===== config.mk =====
export PLATFORM = sky130hd
export DESIGN_NAME = rshb_ram
export DESIGN_NICKNAME = d
export VERILOG_FILES = /design/src/sv/assert_macros.svh /design/src/sv/rshb_ram.sv
export SDC_FILE = /design/constraint.sdc
export NUM_CORES = 1
export LEC_CHECK = 0
export BUFFER_PORTS_ARGS = -buffer_cell sky130_fd_sc_hd__buf_2
export CAP_MARGIN = 20
export CORE_MARGIN = 2
export CORE_UTILIZATION = 50
export CTS_CLUSTER_SIZE = 30
export DETAILED_ROUTE_END_ITERATION = 8
export GPL_ROUTABILITY_DRIVEN = 0
export PLACE_DENSITY_LB_ADDON = 0.1
export SYNTH_ARGS = -nofsm -noshare
export SYNTH_HDL_FRONTEND = slang
export SYNTH_SLANG_ARGS = --single-unit

===== constraint.sdc =====
create_clock -name clk -period 2.7 [get_ports clk]
set_input_delay 0.135 -clock clk [delete_from_list [all_inputs] [get_ports clk]]
set_output_delay 0.135 -clock clk [all_outputs]
set_load 0.01 [all_outputs]

===== src/sv/assert_macros.svh =====
// Assertion macros shared by the basis unit.
// Depends on nothing; taken in by `include where assertions are written.
`ifndef ASSERT_MACROS_SVH
`define ASSERT_MACROS_SVH
// Same-cycle implication, disabled while reset is active.
`define RSHB_ASSERT_IMP(lbl, clk, rst_n, ante, cons, msg) \
	lbl: assert property (@(posedge clk) disable iff (!rst_n) (ante) |-> (cons)) \
		else $error(msg);
// Next-cycle implication, disabled while reset is active.
`define RSHB_ASSERT_NXT(lbl, clk, rst_n, ante, cons, msg) \
	lbl: assert property (@(posedge clk) disable iff (!rst_n) (ante) |=> (cons)) \
		else $error(msg);
`endif


===== src/sv/rshb_ram.sv =====
// Generic simple dual-port RAM with one write port and a registered read.
// Depends on nothing.
module rshb_ram #(
	parameter int unsigned WIDTH = 18,
	parameter int unsigned DEPTH = 32
) (
	input  logic                     clk,
	input  logic                     we,
	input  logic [$clog2(DEPTH)-1:0] waddr,
	input  logic [WIDTH-1:0]         wdata,
	input  logic [$clog2(DEPTH)-1:0] raddr,
	output logic [WIDTH-1:0]         rdata
);

	logic [WIDTH-1:0] mem_q [DEPTH];

	always_ff @(posedge clk) begin
		if (we) begin
			mem_q[waddr] <= wdata;
		end
		rdata <= mem_q[raddr];
	end

endmodule


==> results_dict.tcl <==
set metrics [dict create \
    finalCritPeriodShare 0.622 \
    core_sq_um 45500 \
    hold_buffers 0 \
    cts_made_buffers 60 \
    cpMaxStageDelayCell "a31oi_1" \
    place_ws_ps 481 \
    via_per_inst 5.82 \
    layout.cells.most_common "edfxtp_1" \
    setup_slack_ps 1020 \
    syn_area_sq_um 23100 \
    first_pass_iters 5 \
    placementRows 78 \
    crit_path_max_fanout 1 \
    drtAntennaViolNets 0 \
    yosysSeqAreaShare 0.766 \
    required_ps 3140 \
    r2r_end "rdata[5]" \
    clock-sinks 594 \
    fin_skew_ps 22.2 \
    endpoint "rdata[5]" \
    route.detailed.drc 0 \
    clockPowerShare 0.409 \
    drive_gt1_frac 0.176 \
    outcome "finished, final reports clean" \
    postSynthAreaPerCell_sq_um 18.0 \
    synth.ff_latch_count 594 \
    maxCapViolations 0 \
    final.setup.tns_ps 0 \
    p_per_area_nw_per_um2 734 \
    die-height_um 219 \
    grt_pass1_wl_um 79400 \
    rsz0062_at_grt "false" \
    r2r_slack_ps 1020 \
    synth_edf_count 576 \
    critical-path-max-stage-delay_ps 570 \
    yosysTopAreaCell "edfxtp_1" \
    fmax_mhz 595 \
    cts.repair.resized 0 \
    synth-main-ff-cell "edfxtp_1" \
    vias 11842 \
    leakage_uw 0.00915 \
    slew_headroom 0.482 \
    layout_common_cells "edfxtp_1, mux2i_1, a22oi_1" \
    hp-start "raddr[3]" \
    port_buffers 47 \
    cp-start-kind "flop" \
    p_comb_frac 0.054 \
    synthTopCellsByArea "edfxtp_1, mux2i_1, a22oi_1" \
    worst_pin_slew_ps 777 \
    cts_tree "yes" \
    postPlaceCellArea_sq_um 24200 \
    grt_pass1_vias 11773 \
    critPathKind "flop to flop" \
    r2r_cells 5 \
    ys_warn_count 0 \
    hold_class "input pin to flop" \
    initial_utilization 0.507 \
    layout.nets 1412 \
    stdcell_area_sq_um 26100 \
    clk_pin_slew_ps 60 \
    syn_nets 1308 \
    die_area_sq_um 47800 \
    cp-startpoint "mem_q[3][5]" \
    root_buffer "clkbuf_16" \
    syn2layout_area_growth_pct 13.2 \
    ir_worst_vdd_mv 0.570 \
    swShare 0.214 \
    routed_wl_um 54600 \
    setup_viol_count_final 0 \
    die_width_um 219 \
    netlist_instances 1278 \
    hpwl_um 32500 \
    post-route-min-period_ps 1680 \
    path_cells "mux2i_1, a22o_1, nor3_2, a31oi_1, nand3_1" \
    grt_antenna_before_repair 1 \
    reg2reg_from "mem_q[3][5]" \
    synthArstFlopShare 0 \
    clock_latency_ps 620 \
    io_pins 48 \
    htreeDepth 2 \
    drt_iter0_drc 969 \
    slew_violations 0 \
    arrival_ps 2120 \
    hold_viol_final 0 \
    wl_per_cell_um 26.8 \
    grt_use_total 0.233 \
    switching_power_uw 4110 \
    p_seq_frac 0.538 \
    synth_cell_type_count 28 \
    grt_max_degree 51 \
    synthDominantCellAreaShare 0.750 \
    clockBufferDepth 3 \
    postCtsSetupRepairBufs 0 \
    p_int_uw 15100 \
    overflow 0 \
    fill_cells 3510 \
    setup.worst_path.end_class "flop" \
]
-- worst min-delay path by stage --
stage / end / slack, ps / depth (start not counted)
after detailed placement: rdata[10] / 550 / 1
after CTS: rdata[15] / 10 / 3
after global routing: rdata[15] / 30 / 3
after floorplan: mem_q[0][0] / 230 / 0
final: rdata[16] / 70 / 3
after global placement: rdata[10] / 550 / 1
-- flip-flops by register name, summed over array words and instances, names as in the netlist --
register and flops:
rdata 18, mem_q 576
-- power groups by stage --
stage	registers, uW	clock network [uW]	logic [uW]
floorplan	10500	0	567
global placement	10500	0	1030
detailed placement	10500	0	1040
CTS	10300	7960	1040
global route	10300	8320	1100
finish	10300	7830	1030
-- routing by layer --
metal,up-vias,global-route usage,wire length (um)
li1,5319,-,-
met5,-,0,0
met1,6136,0.334,24600
met4,0,0.0714,1330
met2,318,0.364,25600
met3,69,0.0430,3060
-- synth_stat cells (11+ instances only) --
cell type  instances
nand4_1           18
a31oi_1           18
a22oi_1           72
buf_6             22
nand3_1           38
nand2_1           37
mux2i_1          288
buf_2             28
dfxtp_1           18
a22o_1            36
a21oi_1           36
edfxtp_1         576
clkbuf_1          11
nor2_1            33
-- critical path, delay by kind of cell (launching register included) --
family	cells	cell delay (ps)
simple gates	2	260
flops	1	360
mux	1	160
compound gates	2	740
-- stage by stage --
step / power (uW) / cells / utilization / hold slack (ps)
6_report: 19200 / 2036 / 0.574 / 69.3
5_1_grt: 19700 / 2034 / 0.574 / 34.8
4_1_cts: 19300 / 2034 / 0.574 / 11.5
3_5_place_dp: 11500 / 1920 / 0.533 / 549
3_3_place_gp: 11500 / 1920 / 0.533 / 547
2_1_floorplan: 11100 / 1278 / - / 234
-- logic make-up (layout without fill, tap and decap cells) --
logic type | Yosys count | in the layout | synth area share
DFF | 594 | 594 | 0.766
muxes | 288 | 288 | 0.125
AOI/OAI and AO/OA | 162 | 162 | 0.0498
and+or+nand+nor | 160 | 160 | 0.0356
buffers and inverters | 74 | 230 | 0.0236
other | 0 | 2 | 0
-- final cells by class --
cell class                 count  area [sq um]  area share
sequential                   594         17700       0.676
multi-input combinational    610          4950       0.190
clock buffer                  90          1720      0.0657
timing repair buffer         116           876      0.0336
tap                          600           751      0.0288
clock inverter                24           148     0.00566
antenna                        2          5.00    0.000192
(Power assumes the default switching activity.)
