==> config.mk <==
export PLATFORM = sky130hd
export DESIGN_NAME = rshb_cordic
export DESIGN_NICKNAME = d
export VERILOG_FILES = /design/src/sv/assert_macros.svh /design/src/sv/rshb_pkg.sv /design/src/sv/rshb_cordic.sv
export SDC_FILE = /design/constraint.sdc
export NUM_CORES = 1
export LEC_CHECK = 0
export BUFFER_PORTS_ARGS = -buffer_cell sky130_fd_sc_hd__buf_4
export CORE_MARGIN = 5
export CORE_UTILIZATION = 65
export CTS_CLUSTER_DIAMETER = 30
export DETAILED_ROUTE_END_ITERATION = 10
export PLACE_DENSITY_LB_ADDON = 0.3
export SETUP_SLACK_MARGIN = 0.5
export SKIP_CTS_REPAIR_TIMING = 1
export SLEW_MARGIN = 15
export SYNTH_ARGS = -nofsm -noshare
export SYNTH_HDL_FRONTEND = slang
export SYNTH_SLANG_ARGS = --single-unit
==> constraint.sdc <==
create_clock -name clk -period 6.9 [get_ports clk]
set_clock_uncertainty 0.05 [all_clocks]
set_input_delay 1.725 -clock clk [delete_from_list [all_inputs] [get_ports clk]]
set_output_delay 1.725 -clock clk [all_outputs]
set_load 0.01 [all_outputs]
==> src/sv/assert_macros.svh <==
// Assertion macros shared by the basis unit.
// Depends on nothing; taken in by `include where assertions are written.
`ifndef ASSERT_MACROS_SVH
`define ASSERT_MACROS_SVH
// Same-cycle implication, disabled while reset is active.
`define RSHB_ASSERT_IMP(lbl, clk, rst_n, ante, cons, msg) \
	lbl: assert property (@(posedge clk) disable iff (!rst_n) (ante) |-> (cons)) \
		else $error(msg);
// Next-cycle implication, disabled while reset is active.
`define RSHB_ASSERT_NXT(lbl, clk, rst_n, ante, cons, msg) \
	lbl: assert property (@(posedge clk) disable iff (!rst_n) (ante) |=> (cons)) \
		else $error(msg);
`endif

==> src/sv/rshb_pkg.sv <==
// Package of the spherical-harmonic basis unit: payload types, widths,
// CORDIC constants and the Legendre coefficient ROM. Depends on nothing.
package rshb_pkg;

	localparam int unsigned MAX_DEGREE_DEF = 6;
	localparam int unsigned ANGLE_W = 16;
	localparam int unsigned DEG_W = 3;
	localparam int unsigned IDX_W = 6;
	localparam int unsigned VAL_W = 32;
	localparam int unsigned TRIG_W = 18;
	localparam int unsigned COEF_W = 24;
	localparam int unsigned XY_W = 33;
	localparam int unsigned Z_W = 25;
	localparam int unsigned TRIG_RAM_DEPTH = 32;

	localparam logic REG_MAX_DEGREE = 1'b0;
	localparam logic REG_MAX_ORDER = 1'b1;

	localparam logic signed [XY_W-1:0] CORDIC_GAIN = 33'sd652032874;
	localparam logic signed [TRIG_W-1:0] TRIG_ONE = 18'sd65536;

	typedef struct packed {
		logic [ANGLE_W-1:0] polar_angle;
		logic [ANGLE_W-1:0] azimuth_angle;
		logic final_direction;
	} rshb_in_t;

	typedef struct packed {
		logic [IDX_W-1:0] term_index;
		logic [DEG_W-1:0] degree;
		logic [DEG_W-1:0] order;
		logic sine_part;
		logic signed [VAL_W-1:0] basis_value;
		logic signed [VAL_W-1:0] legendre_value;
		logic last_term;
		logic final_direction_res;
	} rshb_out_t;

	function automatic logic signed [Z_W-1:0] atan_step(input logic [3:0] i);
		logic signed [Z_W-1:0] a;
		unique case (i)
			4'd0: a = 25'sd2097152;
			4'd1: a = 25'sd1238021;
			4'd2: a = 25'sd654136;
			4'd3: a = 25'sd332050;
			4'd4: a = 25'sd166669;
			4'd5: a = 25'sd83416;
			4'd6: a = 25'sd41718;
			4'd7: a = 25'sd20860;
			4'd8: a = 25'sd10430;
			4'd9: a = 25'sd5215;
			4'd10: a = 25'sd2608;
			4'd11: a = 25'sd1304;
			4'd12: a = 25'sd652;
			4'd13: a = 25'sd326;
			4'd14: a = 25'sd163;
			4'd15: a = 25'sd81;
		endcase
		return a;
	endfunction

	// Coefficient of cos^n * sin^m in P_l^m, scaled by 256.
	function automatic logic signed [COEF_W-1:0] coef(input logic [2:0] l,
		input logic [2:0] m, input logic [2:0] n);
		logic signed [COEF_W-1:0] c;
		unique case ({l, m, n})
			9'o000: c = 24'sd256;
			9'o101: c = 24'sd256;
			9'o200: c = -24'sd128;
			9'o202: c = 24'sd384;
			9'o301: c = -24'sd384;
			9'o303: c = 24'sd640;
			9'o400: c = 24'sd96;
			9'o402: c = -24'sd960;
			9'o404: c = 24'sd1120;
			9'o501: c = 24'sd480;
			9'o503: c = -24'sd2240;
			9'o505: c = 24'sd2016;
			9'o600: c = -24'sd80;
			9'o602: c = 24'sd1680;
			9'o604: c = -24'sd5040;
			9'o606: c = 24'sd3696;
			9'o110: c = 24'sd256;
			9'o211: c = 24'sd768;
			9'o310: c = -24'sd384;
			9'o312: c = 24'sd1920;
			9'o411: c = -24'sd1920;
			9'o413: c = 24'sd4480;
			9'o510: c = 24'sd480;
			9'o512: c = -24'sd6720;
			9'o514: c = 24'sd10080;
			9'o611: c = 24'sd3360;
			9'o613: c = -24'sd20160;
			9'o615: c = 24'sd22176;
			9'o220: c = 24'sd768;
			9'o321: c = 24'sd3840;
			9'o420: c = -24'sd1920;
			9'o422: c = 24'sd13440;
			9'o521: c = -24'sd13440;
			9'o523: c = 24'sd40320;
			9'o620: c = 24'sd3360;
			9'o622: c = -24'sd60480;
			9'o624: c = 24'sd110880;
			9'o330: c = 24'sd3840;
			9'o431: c = 24'sd26880;
			9'o530: c = -24'sd13440;
			9'o532: c = 24'sd120960;
			9'o631: c = -24'sd120960;
			9'o633: c = 24'sd443520;
			9'o440: c = 24'sd26880;
			9'o541: c = 24'sd241920;
			9'o640: c = -24'sd120960;
			9'o642: c = 24'sd1330560;
			9'o550: c = 24'sd241920;
			9'o651: c = 24'sd2661120;
			9'o660: c = 24'sd2661120;
			default: c = '0;
		endcase
		return c;
	endfunction

	function automatic logic signed [VAL_W-1:0] sat32(input logic signed [63:0] v);
		logic signed [VAL_W-1:0] r;
		if (v > 64'sd2147483647) begin
			r = 32'sh7FFFFFFF;
		end else if (v < -64'sd2147483648) begin
			r = 32'sh80000000;
		end else begin
			r = v[VAL_W-1:0];
		end
		return r;
	endfunction

endpackage

==> src/sv/rshb_cordic.sv <==
// Iterative rotation-mode CORDIC giving sine and cosine of a 16-bit angle,
// one micro-rotation per cycle. Depends on rshb_pkg.
module rshb_cordic (
	input  logic                                clk,
	input  logic                                arst_n,
	input  logic                                start,
	input  logic [rshb_pkg::ANGLE_W-1:0]        angle,
	output logic                                done,
	output logic signed [rshb_pkg::TRIG_W-1:0]  sin_val,
	output logic signed [rshb_pkg::TRIG_W-1:0]  cos_val
);

	logic signed [rshb_pkg::XY_W-1:0] x_q, y_q, dx, dy, xr, yr;
	logic signed [rshb_pkg::Z_W-1:0] z_q;
	logic [1:0] quad_q;
	logic [3:0] i_q;
	logic run_q, done_q;
	logic signed [rshb_pkg::TRIG_W-1:0] c, s;

	assign dx = y_q >>> i_q;
	assign dy = x_q >>> i_q;

	always_ff @(posedge clk or negedge arst_n) begin
		if (!arst_n) begin
			run_q <= 1'b0;
			done_q <= 1'b0;
			i_q <= '0;
		end else begin
			done_q <= run_q && (i_q == 4'd15);
			if (start) begin
				run_q <= 1'b1;
				i_q <= '0;
			end else if (run_q) begin
				i_q <= i_q + 4'd1;
				if (i_q == 4'd15) begin
					run_q <= 1'b0;
				end
			end
		end
	end

	always_ff @(posedge clk) begin
		if (start) begin
			x_q <= rshb_pkg::CORDIC_GAIN;
			y_q <= '0;
			z_q <= $signed({3'b000, angle[13:0], 8'h00});
			quad_q <= angle[15:14];
		end else if (run_q) begin
			if (!z_q[rshb_pkg::Z_W-1]) begin
				x_q <= x_q - dx;
				y_q <= y_q + dy;
				z_q <= z_q - rshb_pkg::atan_step(i_q);
			end else begin
				x_q <= x_q + dx;
				y_q <= y_q - dy;
				z_q <= z_q + rshb_pkg::atan_step(i_q);
			end
		end
	end

	assign xr = (x_q + 33'sd8192) >>> 14;
	assign yr = (y_q + 33'sd8192) >>> 14;

	always_comb begin
		if (xr > 33'sd65536) begin
			c = rshb_pkg::TRIG_ONE;
		end else if (xr < -33'sd65536) begin
			c = -rshb_pkg::TRIG_ONE;
		end else begin
			c = xr[rshb_pkg::TRIG_W-1:0];
		end
		if (yr > 33'sd65536) begin
			s = rshb_pkg::TRIG_ONE;
		end else if (yr < -33'sd65536) begin
			s = -rshb_pkg::TRIG_ONE;
		end else begin
			s = yr[rshb_pkg::TRIG_W-1:0];
		end
		unique case (quad_q)
			2'd0: begin
				cos_val = c;
				sin_val = s;
			end
			2'd1: begin
				cos_val = -s;
				sin_val = c;
			end
			2'd2: begin
				cos_val = -c;
				sin_val = -s;
			end
			2'd3: begin
				cos_val = s;
				sin_val = -c;
			end
		endcase
	end

	assign done = done_q;

endmodule

==> results_dict.tcl, run 1 <==
set metrics [dict create \
    rows 59 \
    synthAdderAreaFrac 0.0842 \
    synth_compound_area_frac 0.243 \
    die_area_um2 29800 \
    postSynthAreaPerCell_um2 7.82 \
    fin_crit_sh 0.900 \
    critical_path.slowest_cell "dfrtp_4" \
    end_kind "register" \
    grtUsageTotal 0.338 \
    post_drt_wl_per_cell_um 21.3 \
    place_congestion 1.05 \
    vias_per_cell 6.96 \
    die_w_um 173 \
    period_minus_slack_ps 6210 \
    synth-edff-count 16 \
    fillers 2183 \
    layout_commonest_cell "nor2_1" \
    grt_pass1_wl_mm 85.1 \
    max_freq_ghz 0.161 \
    drive_above_1_share 0.137 \
    cp_max_fo 55 \
    clkSinkCount 99 \
    relSlewSlack 0.207 \
    path_clk_slew_ps 80 \
    drc 0 \
    first_iter_violations 2276 \
    synthMuxAreaShare 0.167 \
    setup_tns_ps 0 \
    grt_max_degree 85 \
    yosysWarnings 0 \
    ys_seq_area_frac 0.126 \
    slew_viol_final 0 \
    die_h_um 173 \
    core-area_um2 26100 \
    worst_pin_slew_ps 1190 \
    cts.path.max_buffers 2 \
    min_path_type "reg2reg" \
    syn-cell-area_um2 17200 \
    ios 56 \
    clk_latency_ps 370 \
    vias 17500 \
    antenna_found_initial 1 \
    hold_depth 2 \
    critPathArrivalTime_ps 6420 \
    final_cell_mix "nor2_1, nand2_1, a21oi_1" \
    hold_viol_final 0 \
    first_pass_iters 6 \
    synth_xor_area_frac 0.107 \
    start_kind "register" \
    setup_viol 0 \
    ant_nets 0 \
    synth_top_family_by_area "compound AO/OA/AOI/OAI gates" \
    synthesis.instances 2201 \
    drt-total-wl_mm 53.5 \
    path_cells "mux4_1, o22ai_1, nand3_1, a2111oi_2, o21ai_1, inv_1, and3_1, nor2_1, xnor2_1, ha_1, o2111a_1, a2111oi_0, buf_4, o211ai_1, o21ai_0, a21boi_0, o211ai_1, a211oi_1, nor2_1, mux2_1" \
    dp_hpwl_mm 39.5 \
    crit_required_ps 7110 \
    cts_buffers 9 \
    critPathKind "reg2reg" \
    drv_cap 0 \
    htree_num_levels 3 \
    ys_seq_elements 99 \
    antenna_cells 0 \
    synth_flop_cell "dfxtp_1" \
    fin_nets 2300 \
    root_buffer "clkbuf_16" \
    synth.distinct_cells 99 \
    area_delta_synth_final_pct 5.49 \
    grt_pass1_vias 16600 \
    synthSimpleGateAreaFrac 0.212 \
    async_flop_share 0.0606 \
    start_util 0.660 \
    reg2reg_depth 20 \
    overflow 0 \
    rsz0062_at_grt "yes" \
    status "finished, final reports clean" \
    mappedNetlistNets 2334 \
    max_stage_delay_ps 890 \
    io_buffers 55 \
    cts_tree "built" \
]
==> final timing paths <==
| check | startpoint | end | slack, ps |
|---|---|---|---|
| worst min-delay path | z_q[23]$_SDFFE_PP0P_ | z_q[23]$_SDFFE_PP0P_ | 430 |
| min in group asynchronous | arst_n | i_q[0]$_DFFE_PN0P_ | 1110 |
| worst max-delay path | i_q[2]$_DFFE_PN0P_ | x_q[32]$_SDFFE_PP0P_ | 690 |
| worst max register to register | i_q[2]$_DFFE_PN0P_ | x_q[32]$_SDFFE_PP0P_ | 690 |
| worst min register to register | z_q[23]$_SDFFE_PP0P_ | z_q[23]$_SDFFE_PP0P_ | 430 |
| max in group asynchronous | arst_n | i_q[2]$_DFFE_PN0P_ | 5540 |
==> layout make-up <==
class | count | area (µm²) | area share
well taps | 335 | 419 | 0.0231
repair buffers | 114 | 921 | 0.0507
clock buffers | 10 | 229 | 0.0126
clock inverters | 6 | 56.3 | 0.00310
multi-input cells | 1884 | 14100 | 0.777
inverters | 59 | 224 | 0.0123
flip-flops and latches | 99 | 2200 | 0.121
==> registers in the layout, indices dropped and copies added (netlist names) <==
register and cells:
y_q 33, x_q 33, z_q 25, quad_q 2
i_q 4, done 1, run_q 1
==> cell usage after synthesis (30+ instances only) <==
library cell,n,area share
a31oi_1,32,0.012
nand2b_1,31,0.011
mux2i_1,75,0.044
a21o_1,46,0.020
nand2_1,200,0.044
nor3_1,47,0.014
mux4_2,60,0.079
dfxtp_1,77,0.090
xor2_1,93,0.047
clkbuf_1,97,0.021
mux2_2,31,0.020
nor2b_1,30,0.011
nand3_1,44,0.013
inv_1,56,0.012
a21oi_1,154,0.045
nor2_1,218,0.048
a211oi_1,36,0.016
xnor2_1,116,0.059
o21ai_0,127,0.037
and3_1,33,0.012
ha_1,111,0.081
==> worst max-delay path: cells and delay by family (launching register included) <==
kind / cells / cell delay, ps
AO/OA/AOI/OAI: 10 / 2740
XOR/XNOR: 1 / 230
adder cells (fa/ha/maj): 1 / 340
buffers and inverters: 2 / 320
flip-flops: 1 / 890
multiplexers: 2 / 900
AND/OR/NAND/NOR: 4 / 590
==> cell families (layout without fill, tap and decap cells) <==
family / Yosys count / count (layout)
adders and majority gates: 114 / 114
muxes: 183 / 183
AOI/OAI and AO/OA: 629 / 629
buffers and inverters: 218 / 189
and+or+nand+nor: 748 / 748
xor gates and xnor gates: 210 / 210
DFF: 99 / 99
==> per-layer routing <==
metal | GRT usage | part of all wire
met3 | 0.0683 | 0.10
met4 | 0.130 | 0.039
met5 | 0 | 0.00024
met2 | 0.555 | 0.46
met1 | 0.440 | 0.40
==> through the flow <==
stage / setup slack [ps] / cells / utilization / area (µm²) / hold slack (ps)
6_report: 689 / 2507 / 0.696 / 18100 / 427
3_3_place_gp: 597 / 2488 / 0.679 / 17700 / 402
2_1_floorplan: 1120 / 2201 / - / 17200 / 382
3_5_place_dp: 505 / 2488 / 0.679 / 17700 / 407
4_1_cts: 261 / 2504 / 0.690 / 18000 / 428
5_1_grt: 480 / 2507 / 0.696 / 18100 / 461
Power of run 1 is not shown: default switching activity piles up to over one toggle a cycle in this logic, so the estimate is an artifact.
==> run 2: changes to the inputs <==
- MAX_ROUTING_LAYER: default -> met4
==> results_dict.tcl, run 2 (same netlist as run 1, synthesis figures left out) <==
set metrics [dict create \
    status "finished, final reports clean" \
    io_buffers 55 \
    cp_max_fo 6 \
    slew_viol_final 0 \
    antenna_found_initial 2 \
    fin_util 0.694 \
    crit_required_ps 5120 \
    worstReg2RegEnd "x_q[32]$_SDFFE_PP0P_" \
    max_freq_ghz 0.161 \
    cts_buffers 9 \
    setup_tns_ps 0 \
    ios 56 \
    relSlewSlack 0.269 \
    drv_cap 0 \
    first_iter_violations 2481 \
    rows 59 \
    grt_pass1_vias 16500 \
    path_clk_slew_ps 90 \
    hold_depth 2 \
    layout_commonest_cell "nor2_1" \
    place_congestion 1.02 \
    start_util 0.660 \
    cts.path.max_buffers 2 \
    reg2reg_slack_ps 760 \
    fillers 2168 \
    grt_max_degree 85 \
    setup_slack_ps 691 \
    post_drt_wl_per_cell_um 21.8 \
    first_pass_iters 6 \
    start_kind "register" \
    r2r_start "i_q[2]$_DFFE_PN0P_" \
    die_area_um2 29800 \
    ant_nets 0 \
    clkSinkCount 99 \
    dp_hpwl_mm 40.1 \
    drive_above_1_share 0.132 \
    fin_crit_sh 0.900 \
    root_buffer "clkbuf_16" \
    vias_per_cell 7.00 \
    die_h_um 173 \
    largestRegisters "x_q x33, y_q x33, z_q x25" \
    setup_viol 0 \
    reg2reg_depth 20 \
    period_minus_slack_ps 6210 \
    core-area_um2 26100 \
    clk_latency_ps 370 \
    htree_num_levels 3 \
    critPathArrivalTime_ps 4430 \
    hold_start "z_q[23]$_SDFFE_PP0P_" \
    grtUsageTotal 0.358 \
    rsz0062_at_grt "no" \
    worst_pin_slew_ps 1090 \
    drt-total-wl_mm 54.6 \
    hold_viol_final 0 \
    vias 17500 \
    area_delta_synth_final_pct 5.05 \
    holdPathEnd "z_q[23]$_SDFFE_PP0P_" \
    final_cell_mix "nor2_1, nand2_1, a21oi_1" \
    drc 0 \
    fin_nets 2293 \
    overflow 0 \
    cts_tree "built" \
    grt_pass1_wl_mm 87.3 \
    critPathKind "reg2out" \
    dpl_worst_slack_ps 721 \
    end_kind "output pin" \
    die_w_um 173 \
    min_path_type "reg2reg" \
]
## run 2: worst max path at each step
stage	start	to	slack (ps)	cells after the start
3_5_place_dp	i_q[0]$_DFFE_PN0P_	y_q[32]$_SDFFE_PP0P_	720	22
5_1_grt	i_q[0]$_DFFE_PN0P_	x_q[32]$_SDFFE_PP0P_	500	21
4_1_cts	y_q[13]$_SDFFE_PP0P_	cos_val[12]	340	14
2_1_floorplan	x_q[16]$_SDFFE_PP1P_	cos_val[16]	1120	18
6_report	x_q[20]$_SDFFE_PP1P_	sin_val[16]	690	16
3_3_place_gp	i_q[0]$_DFFE_PN0P_	y_q[32]$_SDFFE_PP0P_	800	22
## run 2: cell type report
class                      count  area [µm²]  share of cell area
antenna                        1        2.50            0.000138
clock buffer                  10         229              0.0127
clock inverter                 6        78.8             0.00436
inverter                      59         224              0.0124
multi-input combinational   1884       14100               0.779
sequential                    99        2200               0.122
tap                          335         419              0.0232
timing repair buffer         107         846              0.0468
## run 2: worst max-delay path, cell delays in order, from the launching register on
cell	delay, ps
dfxtp_1	360
and4_1	320
nand3_1	250
or4b_2	720
o311ai_1	170
o32ai_4	220
o31ai_4	120
nand2_1	140
ha_1	270
and2_1	190
and3_1	240
nor2b_1	170
a41oi_1	200
o21ai_0	150
xor2_1	240
mux2i_1	110
buf_4	180
## run 2: per-layer routing
metal / share of wire / vias up / global-route usage
met1: 0.40 / 8220 / 0.464
met3: 0.10 / 184 / 0.0587
met4: 0.044 / 0 / 0.133
li1: - / 8094 / -
met5: 0 / - / -
met2: 0.45 / 1013 / 0.567
## run 2: per-stage QoR
step / std cells / cell area [µm²] / hold WS (ps)
global route: 2501 / 18100 / 471
CTS: 2498 / 18000 / 430
global placement: 2482 / 17600 / 405
finish: 2501 / 18100 / 431
floorplan: 2201 / 17200 / 382
detailed placement: 2482 / 17600 / 411
Power of run 2 is left out for the same reason.
